**src/assert_macros.svh**
```systemverilog
`ifndef ASSERT_MACROS_SVH
`define ASSERT_MACROS_SVH

// check an expression on every clock edge outside reset
`define ASSERT_ALWAYS(label, expr, msg) \
  label: assert property (@(posedge clk) disable iff (!rst_n) (expr)) else $error(msg);

// check a consequent in the same cycle as its antecedent
`define ASSERT_IMP(label, ante, cons, msg) \
  label: assert property (@(posedge clk) disable iff (!rst_n) (ante) |-> (cons)) else $error(msg);

// check a consequent in the cycle after its antecedent
`define ASSERT_NXT(label, ante, cons, msg) \
  label: assert property (@(posedge clk) disable iff (!rst_n) (ante) |=> (cons)) else $error(msg);

`endif

```
**src/atc_pkg.sv**
```systemverilog
`timescale 1ns / 1ps
`default_nettype none

package atc_pkg;

  localparam int WINDOW_DEF      = 100;
  localparam int SAMPLE_BITS_DEF = 10;

  localparam int NSP_W      = 8;
  localparam int OFF_W      = 8;
  localparam int SP_W       = 10;
  localparam int AVG_W      = 11;
  localparam int ACT_W      = 2;
  localparam int IN_FIXED_W = NSP_W + 3;
  localparam int OUT_DW     = 32;

  localparam logic signed [SP_W-1:0] SP_RESET = 10'sd72;
  localparam logic signed [SP_W-1:0] SP_MAX   = 10'sd511;
  localparam logic signed [SP_W-1:0] SP_MIN   = -10'sd512;

  localparam int AVG_MAX = 1023;
  localparam int AVG_MIN = -1024;

  typedef enum logic [ACT_W-1:0] {
    ACT_TICK = 2'd0,
    ACT_POLL = 2'd1,
    ACT_LOAD = 2'd2
  } act_t;

endpackage

`default_nettype wire

```
**src/atc_avg.sv**
```systemverilog
`timescale 1ns / 1ps
`default_nettype none

module atc_avg #(
  parameter int WINDOW      = atc_pkg::WINDOW_DEF,
  parameter int SAMPLE_BITS = atc_pkg::SAMPLE_BITS_DEF,
  localparam int SUM_W      = SAMPLE_BITS + $clog2(WINDOW) + 1,
  localparam int Q_W        = SAMPLE_BITS + 3
) (
  input  logic                    clk,
  input  logic                    load,
  input  logic signed [SUM_W-1:0] sum,
  output logic signed [Q_W-1:0]   quot
);

  localparam int LOG_W  = $clog2(WINDOW);
  localparam int MAG_W  = SUM_W;
  localparam int K      = MAG_W + LOG_W;
  localparam int PROD_W = 2 * MAG_W + 1;
  localparam logic [63:0] RECIP64 =
    ((64'd1 << K) + 64'(WINDOW) - 64'd1) / 64'(WINDOW);
  localparam logic [MAG_W:0] RECIP = RECIP64[MAG_W:0];

  logic [MAG_W-1:0]       mag;
  logic [PROD_W-1:0]      prod_r;
  logic                   neg_r;
  logic [SAMPLE_BITS+1:0] qmag;

  always_comb begin
    mag = sum[SUM_W-1] ? MAG_W'(-sum) : MAG_W'(sum);
  end

  always_ff @(posedge clk) begin
    if (load) begin
      prod_r <= PROD_W'(mag) * PROD_W'(RECIP);
      neg_r  <= sum[SUM_W-1];
    end
  end

  // truncate toward zero: divide the magnitude, then restore the sign
  always_comb begin
    qmag = prod_r[PROD_W-1:K];
    quot = neg_r ? -$signed({1'b0, qmag}) : $signed({1'b0, qmag});
  end

endmodule

`default_nettype wire

```
**src/averaging_thermostat_controller.sv**
```systemverilog
// A request passes stages s1, s2, s3 and the output register before out_tdata.
// Throughput: one request per cycle while the output is not stalled; the store
// reads the oldest entry at accept; its second port writes the sample leaving s1.
// Reset (synchronous, rst_n low): empty pipeline, sum and fill flag cleared,
// setpoint 72, fan on, offset 0; the store needs no clearing pass.
`timescale 1ns / 1ps
`default_nettype none

module averaging_thermostat_controller #(
  parameter int WINDOW      = atc_pkg::WINDOW_DEF,
  parameter int SAMPLE_BITS = atc_pkg::SAMPLE_BITS_DEF,
  localparam int IN_DW      = ((SAMPLE_BITS + atc_pkg::IN_FIXED_W + 7) / 8) * 8
) (
  input  logic                          clk,
  input  logic                          rst_n,
  input  logic                          in_tvalid,
  output logic                          in_tready,
  // sample, pin_a, pin_b, button, new_setpoint
  input  logic [IN_DW-1:0]              in_tdata,
  // action
  input  logic [atc_pkg::ACT_W-1:0]     in_tuser,
  output logic                          out_tvalid,
  input  logic                          out_tready,
  // heat_on, cool_on, fan_on, average_temp, setpoint, powered_off
  output logic [atc_pkg::OUT_DW-1:0]    out_tdata,
  input  logic                          cfg_valid,
  output logic                          cfg_ready,
  input  logic [atc_pkg::OFF_W-1:0]     cfg_data
);

  import atc_pkg::*;

  localparam int IDX_W = $clog2(WINDOW);
  localparam int SUM_W = SAMPLE_BITS + $clog2(WINDOW) + 1;
  localparam int Q_W   = SAMPLE_BITS + 3;
  localparam int EXT_W = SAMPLE_BITS + 4;
  localparam logic signed [EXT_W-1:0] AVG_MAX_X = EXT_W'(AVG_MAX);
  localparam logic signed [EXT_W-1:0] AVG_MIN_X = EXT_W'(AVG_MIN);

  typedef struct packed {
    act_t                    act;
    logic                    pin_a;
    logic                    pin_b;
    logic                    button;
    logic signed [NSP_W-1:0] new_sp;
  } ctl_t;

  // memory and window
  logic signed [SAMPLE_BITS-1:0] mem [WINDOW];
  logic signed [SAMPLE_BITS-1:0] rd_r;
  logic [IDX_W-1:0]              wr_idx_r;
  logic                          full_r;
  logic signed [SUM_W-1:0]       sum_r;

  // pipeline
  logic                          s1_v_r, s2_v_r, s3_v_r, out_v_r;
  ctl_t                          in_ctl, s1_ctl_r, s2_ctl_r, s3_ctl_r;
  logic signed [SAMPLE_BITS-1:0] s1_smp_r;
  logic [IDX_W-1:0]              s1_idx_r;
  logic                          s1_old_ok_r;
  logic                          adv_out, free1, free2, free3, mv1, mv2, mv3, acc;
  logic                          in_tick;
  logic signed [SAMPLE_BITS-1:0] old_smp;
  logic signed [SUM_W-1:0]       sum_nxt;
  logic signed [Q_W-1:0]         quot;

  // controller state
  logic signed [OFF_W-1:0]       offset_r;
  logic signed [AVG_W-1:0]       avg_r, avg_nxt;
  logic signed [SP_W-1:0]        target_r, target_nxt;
  logic                          last_a_r, last_a_nxt;
  logic                          pwr_off_r, pwr_off_nxt;
  logic                          heat_r, heat_nxt;
  logic                          cool_r, cool_nxt;
  logic                          fan_r, fan_nxt;
  logic signed [EXT_W-1:0]       avg_sum;

  // handshake and pipeline advance
  always_comb begin
    adv_out   = !out_v_r || out_tready;
    mv3       = s3_v_r && adv_out;
    free3     = !s3_v_r || adv_out;
    mv2       = s2_v_r && free3;
    free2     = !s2_v_r || free3;
    mv1       = s1_v_r && free2;
    free1     = !s1_v_r || free2;
    in_tready = free1;
    acc       = in_tvalid && free1;
    cfg_ready = 1'b1;
  end

  always_comb begin
    in_ctl.act    = act_t'(in_tuser);
    in_ctl.pin_a  = in_tdata[SAMPLE_BITS];
    in_ctl.pin_b  = in_tdata[SAMPLE_BITS+1];
    in_ctl.button = in_tdata[SAMPLE_BITS+2];
    in_ctl.new_sp = $signed(in_tdata[SAMPLE_BITS+3 +: NSP_W]);
    in_tick       = (in_ctl.act == ACT_TICK);
  end

  always_ff @(posedge clk) begin
    if (!rst_n) begin
      s1_v_r  <= 1'b0;
      s2_v_r  <= 1'b0;
      s3_v_r  <= 1'b0;
      out_v_r <= 1'b0;
    end else begin
      if (acc) begin
        s1_v_r <= 1'b1;
      end else if (mv1) begin
        s1_v_r <= 1'b0;
      end
      if (mv1) begin
        s2_v_r <= 1'b1;
      end else if (mv2) begin
        s2_v_r <= 1'b0;
      end
      if (mv2) begin
        s3_v_r <= 1'b1;
      end else if (mv3) begin
        s3_v_r <= 1'b0;
      end
      if (mv3) begin
        out_v_r <= 1'b1;
      end else if (out_tready) begin
        out_v_r <= 1'b0;
      end
    end
  end

  always_ff @(posedge clk) begin
    if (acc) begin
      s1_ctl_r    <= in_ctl;
      s1_smp_r    <= $signed(in_tdata[SAMPLE_BITS-1:0]);
      s1_idx_r    <= wr_idx_r;
      s1_old_ok_r <= full_r;
    end
    if (mv1) begin
      s2_ctl_r <= s1_ctl_r;
    end
    if (mv2) begin
      s3_ctl_r <= s2_ctl_r;
    end
  end

  // sample store: read the oldest entry at accept of a tick, write the new sample as it leaves s1
  always_ff @(posedge clk) begin
    if (acc && in_tick) begin
      rd_r <= mem[wr_idx_r];
    end
    if (mv1 && s1_ctl_r.act == ACT_TICK) begin
      mem[s1_idx_r] <= s1_smp_r;
    end
  end

  always_ff @(posedge clk) begin
    if (!rst_n) begin
      wr_idx_r <= '0;
      full_r   <= 1'b0;
    end else if (acc && in_tick) begin
      if (wr_idx_r == IDX_W'(WINDOW - 1)) begin
        wr_idx_r <= '0;
        full_r   <= 1'b1;
      end else begin
        wr_idx_r <= wr_idx_r + 1'b1;
      end
    end
  end

  always_comb begin
    old_smp = s1_old_ok_r ? rd_r : '0;
    sum_nxt = sum_r - SUM_W'(old_smp) + SUM_W'(s1_smp_r);
  end

  always_ff @(posedge clk) begin
    if (!rst_n) begin
      sum_r <= '0;
    end else if (mv1 && s1_ctl_r.act == ACT_TICK) begin
      sum_r <= sum_nxt;
    end
  end

  atc_avg #(
    .WINDOW      (WINDOW),
    .SAMPLE_BITS (SAMPLE_BITS)
  ) u_avg (
    .clk  (clk),
    .load (mv2),
    .sum  (sum_r),
    .quot (quot)
  );

  // final stage: drives, knob, setpoint load, power and average
  always_comb begin
    avg_sum     = EXT_W'(quot) + EXT_W'(offset_r);
    avg_nxt     = avg_r;
    target_nxt  = target_r;
    last_a_nxt  = last_a_r;
    pwr_off_nxt = pwr_off_r;
    heat_nxt    = heat_r;
    cool_nxt    = cool_r;
    fan_nxt     = fan_r;
    case (s3_ctl_r.act)
      ACT_TICK: begin
        if (pwr_off_r) begin
          heat_nxt = 1'b0;
          cool_nxt = 1'b0;
          fan_nxt  = 1'b0;
        end else begin
          fan_nxt  = 1'b1;
          heat_nxt = AVG_W'(target_r) > avg_r;
          cool_nxt = AVG_W'(target_r) < avg_r;
        end
        if (avg_sum > AVG_MAX_X) begin
          avg_nxt = AVG_W'(AVG_MAX_X);
        end else if (avg_sum < AVG_MIN_X) begin
          avg_nxt = AVG_W'(AVG_MIN_X);
        end else begin
          avg_nxt = AVG_W'(avg_sum);
        end
      end
      ACT_POLL: begin
        if (s3_ctl_r.button) begin
          pwr_off_nxt = !pwr_off_r;
        end else if (s3_ctl_r.pin_a != last_a_r) begin
          if (s3_ctl_r.pin_a) begin
            if (!s3_ctl_r.pin_b) begin
              if (target_r != SP_MIN) begin
                target_nxt = target_r - 1'b1;
              end
            end else if (target_r != SP_MAX) begin
              target_nxt = target_r + 1'b1;
            end
          end
          last_a_nxt = s3_ctl_r.pin_a;
        end
      end
      ACT_LOAD: begin
        target_nxt = SP_W'(s3_ctl_r.new_sp);
      end
      default: begin
      end
    endcase
  end

  always_ff @(posedge clk) begin
    if (!rst_n) begin
      avg_r     <= '0;
      target_r  <= SP_RESET;
      last_a_r  <= 1'b1;
      pwr_off_r <= 1'b0;
      heat_r    <= 1'b0;
      cool_r    <= 1'b0;
      fan_r     <= 1'b1;
    end else if (mv3) begin
      avg_r     <= avg_nxt;
      target_r  <= target_nxt;
      last_a_r  <= last_a_nxt;
      pwr_off_r <= pwr_off_nxt;
      heat_r    <= heat_nxt;
      cool_r    <= cool_nxt;
      fan_r     <= fan_nxt;
    end
  end

  always_ff @(posedge clk) begin
    if (!rst_n) begin
      offset_r <= '0;
    end else if (cfg_valid && cfg_ready) begin
      offset_r <= $signed(cfg_data);
    end
  end

  // state changes only when a result loads, so it doubles as the output register
  always_comb begin
    out_tvalid = out_v_r;
    out_tdata  = OUT_DW'({pwr_off_r, target_r, avg_r, fan_r, cool_r, heat_r});
  end

`include "assert_macros.svh"

  `ASSERT_ALWAYS(a_drive_excl, !(heat_r && cool_r), "heat and cool both on")
  `ASSERT_ALWAYS(a_idx_range, 32'(wr_idx_r) < 32'(WINDOW), "write index beyond window")
  `ASSERT_IMP(a_out_src, $rose(out_tvalid), $past(s3_v_r), "result without a staged request")
  `ASSERT_NXT(a_off_tick, mv3 && pwr_off_r && s3_ctl_r.act == ACT_TICK,
    !heat_r && !cool_r && !fan_r, "drive on after power-off tick")

endmodule

`default_nettype wire
```
**config.mk**
```make
export PLATFORM = sky130hd
export DESIGN_NAME = averaging_thermostat_controller
export DESIGN_NICKNAME = d
export VERILOG_FILES = /design/src/atc_pkg.sv /design/src/atc_avg.sv /design/src/averaging_thermostat_controller.sv
export VERILOG_INCLUDE_DIRS = /design/src /design/src/src
export SDC_FILE = /design/constraint.sdc
export NUM_CORES = 2
export LEC_CHECK = 0
export BUFFER_PORTS_ARGS = -buffer_cell sky130_fd_sc_hd__buf_2
export CORE_MARGIN = 2
export CORE_UTILIZATION = 35
export CTS_CLUSTER_DIAMETER = 60
export DETAILED_ROUTE_END_ITERATION = 6
export GPL_ROUTABILITY_DRIVEN = 0
export SLEW_MARGIN = 10
export SYNTH_ARGS = -nofsm -noshare
export SYNTH_HDL_FRONTEND = slang
export SYNTH_HIERARCHICAL = 1
export SYNTH_SLANG_ARGS = --single-unit
export TNS_END_PERCENT = 10
```
**constraint.sdc**
```tcl
create_clock -name clk -period 9.05 [get_ports clk]
set_input_delay 0.4525 -clock clk [delete_from_list [all_inputs] [get_ports clk]]
set_output_delay 0.4525 -clock clk [all_outputs]
set_load 0.1 [all_outputs]
```
==> impl_metrics.csv <==
group,metric,value,unit
sta,slew_violations,0,
sta,clock_skew,51.8,ps
yosys,yosys.area_share.simple,3.80,%
worst_setup_path,arrival,8420,ps
clock_tree,clock_sinks,1144,
power_and_ir_drop,ir_drop,0.000155,V
place,dpl_cell_area,0.0553,mm^2
floorplan,rows,142,
clock_tree,cts_made_buffers,118,
floorplan,core_area,0.150,mm^2
place,hpwl,75100,um
yosys,synth_compound_area_share,3.17,%
worst_setup_path,endpoint_kind,"flop",
cells_and_area,fin_nets,3547,
sta,rsz0062_at_grt,"false",
yosys,yosys-top-cells-area,"edfxtp_1 62%, mux4_2 14%, fa_1 5.1%",
power_and_ir_drop,p_int,0.00891,W
worst_setup_path,crit_path_max_fanout,5,
clock_tree,postCtsSetupRepairBufs,0,
route,finalWirelength,119000,um
route,ant_nets,0,
yosys,yosys.area.top_type,"edfxtp_1",
sta,whs,83.9,ps
power_and_ir_drop,p_sw,0.00286,W
power_and_ir_drop,cellLeakagePower,20.4,nW
yosys,synth_edf_count,1080,
power_and_ir_drop,switching_share,24.3,%
sta,finalSetupTns,0,ps
worst_setup_path,required,9480,ps
power_and_ir_drop,cellPowerDensity,198,mW/mm^2
yosys,synth_top_family_by_area,"multiplexers",
yosys,syn_inst,3019,
sta,final_hold_viol_count,0,
floorplan,pin_count,74,
floorplan,start_util,35.2,%
sta,finalSetupViolations,0,
cells_and_area,mostFrequentLayoutCell,"edfxtp_1",
grt,grt_pass1_wl,177000,um
route,via_per_inst,5.04,
yosys,yosysSeqAreaShare,64.1,%
cells_and_area,antenna_cells,0,
status,status,"completed",
power_and_ir_drop,combPwrFrac,10.5,%
clock_tree,htree_levels,3,
cells_and_area,drive_gt1_share,19.5,%
floorplan,die_area,0.153,mm^2
power_and_ir_drop,p_seq_share,50.1,%
yosys,synthFlopType,"edfxtp_1",
yosys,synth_seq_cells,1144,
grt,grt_max_degree,116,
cells_and_area,layout_common_cells,"1080 x edfxtp_1, 320 x mux4_2, 306 x inv_1",
worst_setup_path,cp-start-kind,"flop",
sta,worst_pin_slew,1130,ps
grt,grt_pass1_vias,27188,
clock_tree,cts-root-buf,"clkbuf_16",
yosys,syn_avg_cell_area,17.4,um^2
yosys,synth_cell_types,73,
route,drt_pre_antenna_iters,5,
hold_path,hp-class,"in -> reg",
clock_tree,cts_tree,"built",
route,drtIter0Drc,2139,
clock_tree,clkSlewWorstSetupHoldPaths,60,ps
yosys,yosys_warnings,6,
cells_and_area,areaGrowthSynthToFinish,12.9,%
route,vias,26650,
sta,slew_headroom,24.4,%
power_and_ir_drop,p_clk_share,39.4,%
cells_and_area,fin_area,0.0594,mm^2
grt,antenna_found_initial,4,
worst_setup_path,worstSetupPathType,"reg -> reg",
clock_tree,cts_max_path_buffers,3,
grt,overflow,0,
yosys,async_flop_share,0,%
sta,fmax,125,MHz
yosys,yosys.area_share.adder,9.94,%
clock_tree,insertion_delay,740,ps
floorplan,die_h,392,um
yosys,synth_top_area_share,61.6,%
yosys,syn_area,0.0526,mm^2
sta,post-route-period-util,88.3,%
grt,grt.total_usage,15.5,%
place,io_buffers,62,
floorplan,fp.dieW,392,um
route,drcViolationCount,0,
cells_and_area,n_fill_cell,13611,
yosys,synth_xor_area_share,1.23,%
sta,period_needed,7990,ps
yosys,synthMuxAreaShare,14.4,%
route,drt-wirelength-per-cell,22.4,um
flow_run,maxCapViolations,0,
[final timing paths]
kind / from / to / slack (ps) / cells past startpoint
worst max-delay path: sum_r[9] / u_avg/prod_r[36] / 1060 / 24
worst min-delay path: out_tready / out_tvalid / 80 / 4
worst max register to register: sum_r[9] / u_avg/prod_r[36] / 1060 / 24
worst min register to register: s1_ctl_r[6] / s2_ctl_r[6] / 420 / 0
[through the flow]
| step | util [%] | total power, W | cells | worst slack, ps |
|---|---|---|---|---|
| 6_report | 39.7 | 0.0118 | 5289 | 1060 |
| 5_1_grt | 39.7 | 0.0122 | 5289 | 728 |
| 4_1_cts | 39.7 | 0.0119 | 5289 | 1090 |
| 3_5_place_dp | 37.0 | 0.00724 | 5035 | 1100 |
| 3_3_place_gp | 37.0 | 0.00723 | 5035 | 1150 |
| 2_1_floorplan | - | 0.00689 | 3025 | 1830 |
[power groups by stage]
| stage | sequential (W) | clock (W) | combinational [W] |
|---|---|---|---|
| final | 0.00589 | 0.00464 | 0.00123 |
| after global routing | 0.00589 | 0.00494 | 0.00140 |
| after CTS | 0.00589 | 0.00474 | 0.00126 |
| after detailed placement | 0.00600 | 0 | 0.00124 |
| after global placement | 0.00600 | 0 | 0.00123 |
| after floorplan | 0.00605 | 0 | 0.000848 |
[cell type report]
class	count	area [um^2]	area share, %
clock buffers	145	3080	5.18
clock inverters	77	644	1.09
inverters	308	1160	1.95
multi-input cells	1451	17200	28.9
flip-flops and latches	1144	33700	56.8
well taps	2016	2520	4.25
repair buffers	148	1070	1.81
[synth_stat cells (24+ instances only)]
library cell  instances
nand3_1              30
mux2i_1              25
ha_1                202
inv_1               307
a21oi_1              59
o21ai_0              49
edfxtp_1           1080
clkbuf_1             58
xor2_1               26
nor2_1              163
nand2_1             102
buf_2                24
fa_1                135
mux4_2              320
xnor2_1              48
dfxtp_1              64
[registers in the layout, indices dropped and copies added, names as in the netlist, 7 cells and up]
name	cells
s1_smp_r	10
mem	1000
s2_ctl_r	13
s1_idx_r	7
s1_ctl_r	13
u_avg/prod_r	12
sum_r	18
target_r	10
avg_r	11
rd_r	10
wr_idx_r	7
offset_r	8
s3_ctl_r	13
[metal layers]
layer	up-vias	track usage (%)	share of wire, %
li1	11918	-	-
met1	13870	21.7	44
met2	683	24.8	48
met3	179	2.92	5.8
met4	0	4.22	2.5
met5	-	0	0
[cell families after synthesis]
logic type,after synthesis
buffers and inverters,430
and+or+nand+nor,423
AOI/OAI and AO/OA,252
muxes,356
other,3
DFF,1144
xor gates and xnor gates,74
adders and majority gates,337
[critical path: stages, from the launching register on]
cell and delay (ps):
dfxtp_1 360, or4_4 560, or3_4 360, or3_4 340, o31ai_4 300, xnor2_1 280
nor2_1 100, nor2_1 280, ha_1 200, nand2b_1 190, fa_1 480, fa_1 530
fa_1 520, fa_1 550, inv_1 60, fa_1 530, inv_1 40, ha_1 290
and4_1 200, and3_1 220, and2_1 230, o21ai_0 190, nand4_1 310, o41ai_1 460
xnor2_1 120
[what timing repair did]
action	CTS	global route
resized for setup	0	0
hold buffers	32	0
setup endpoints to repair	0	0
hold endpoints to repair	32	0
Power figures use the tool's default switching activity.
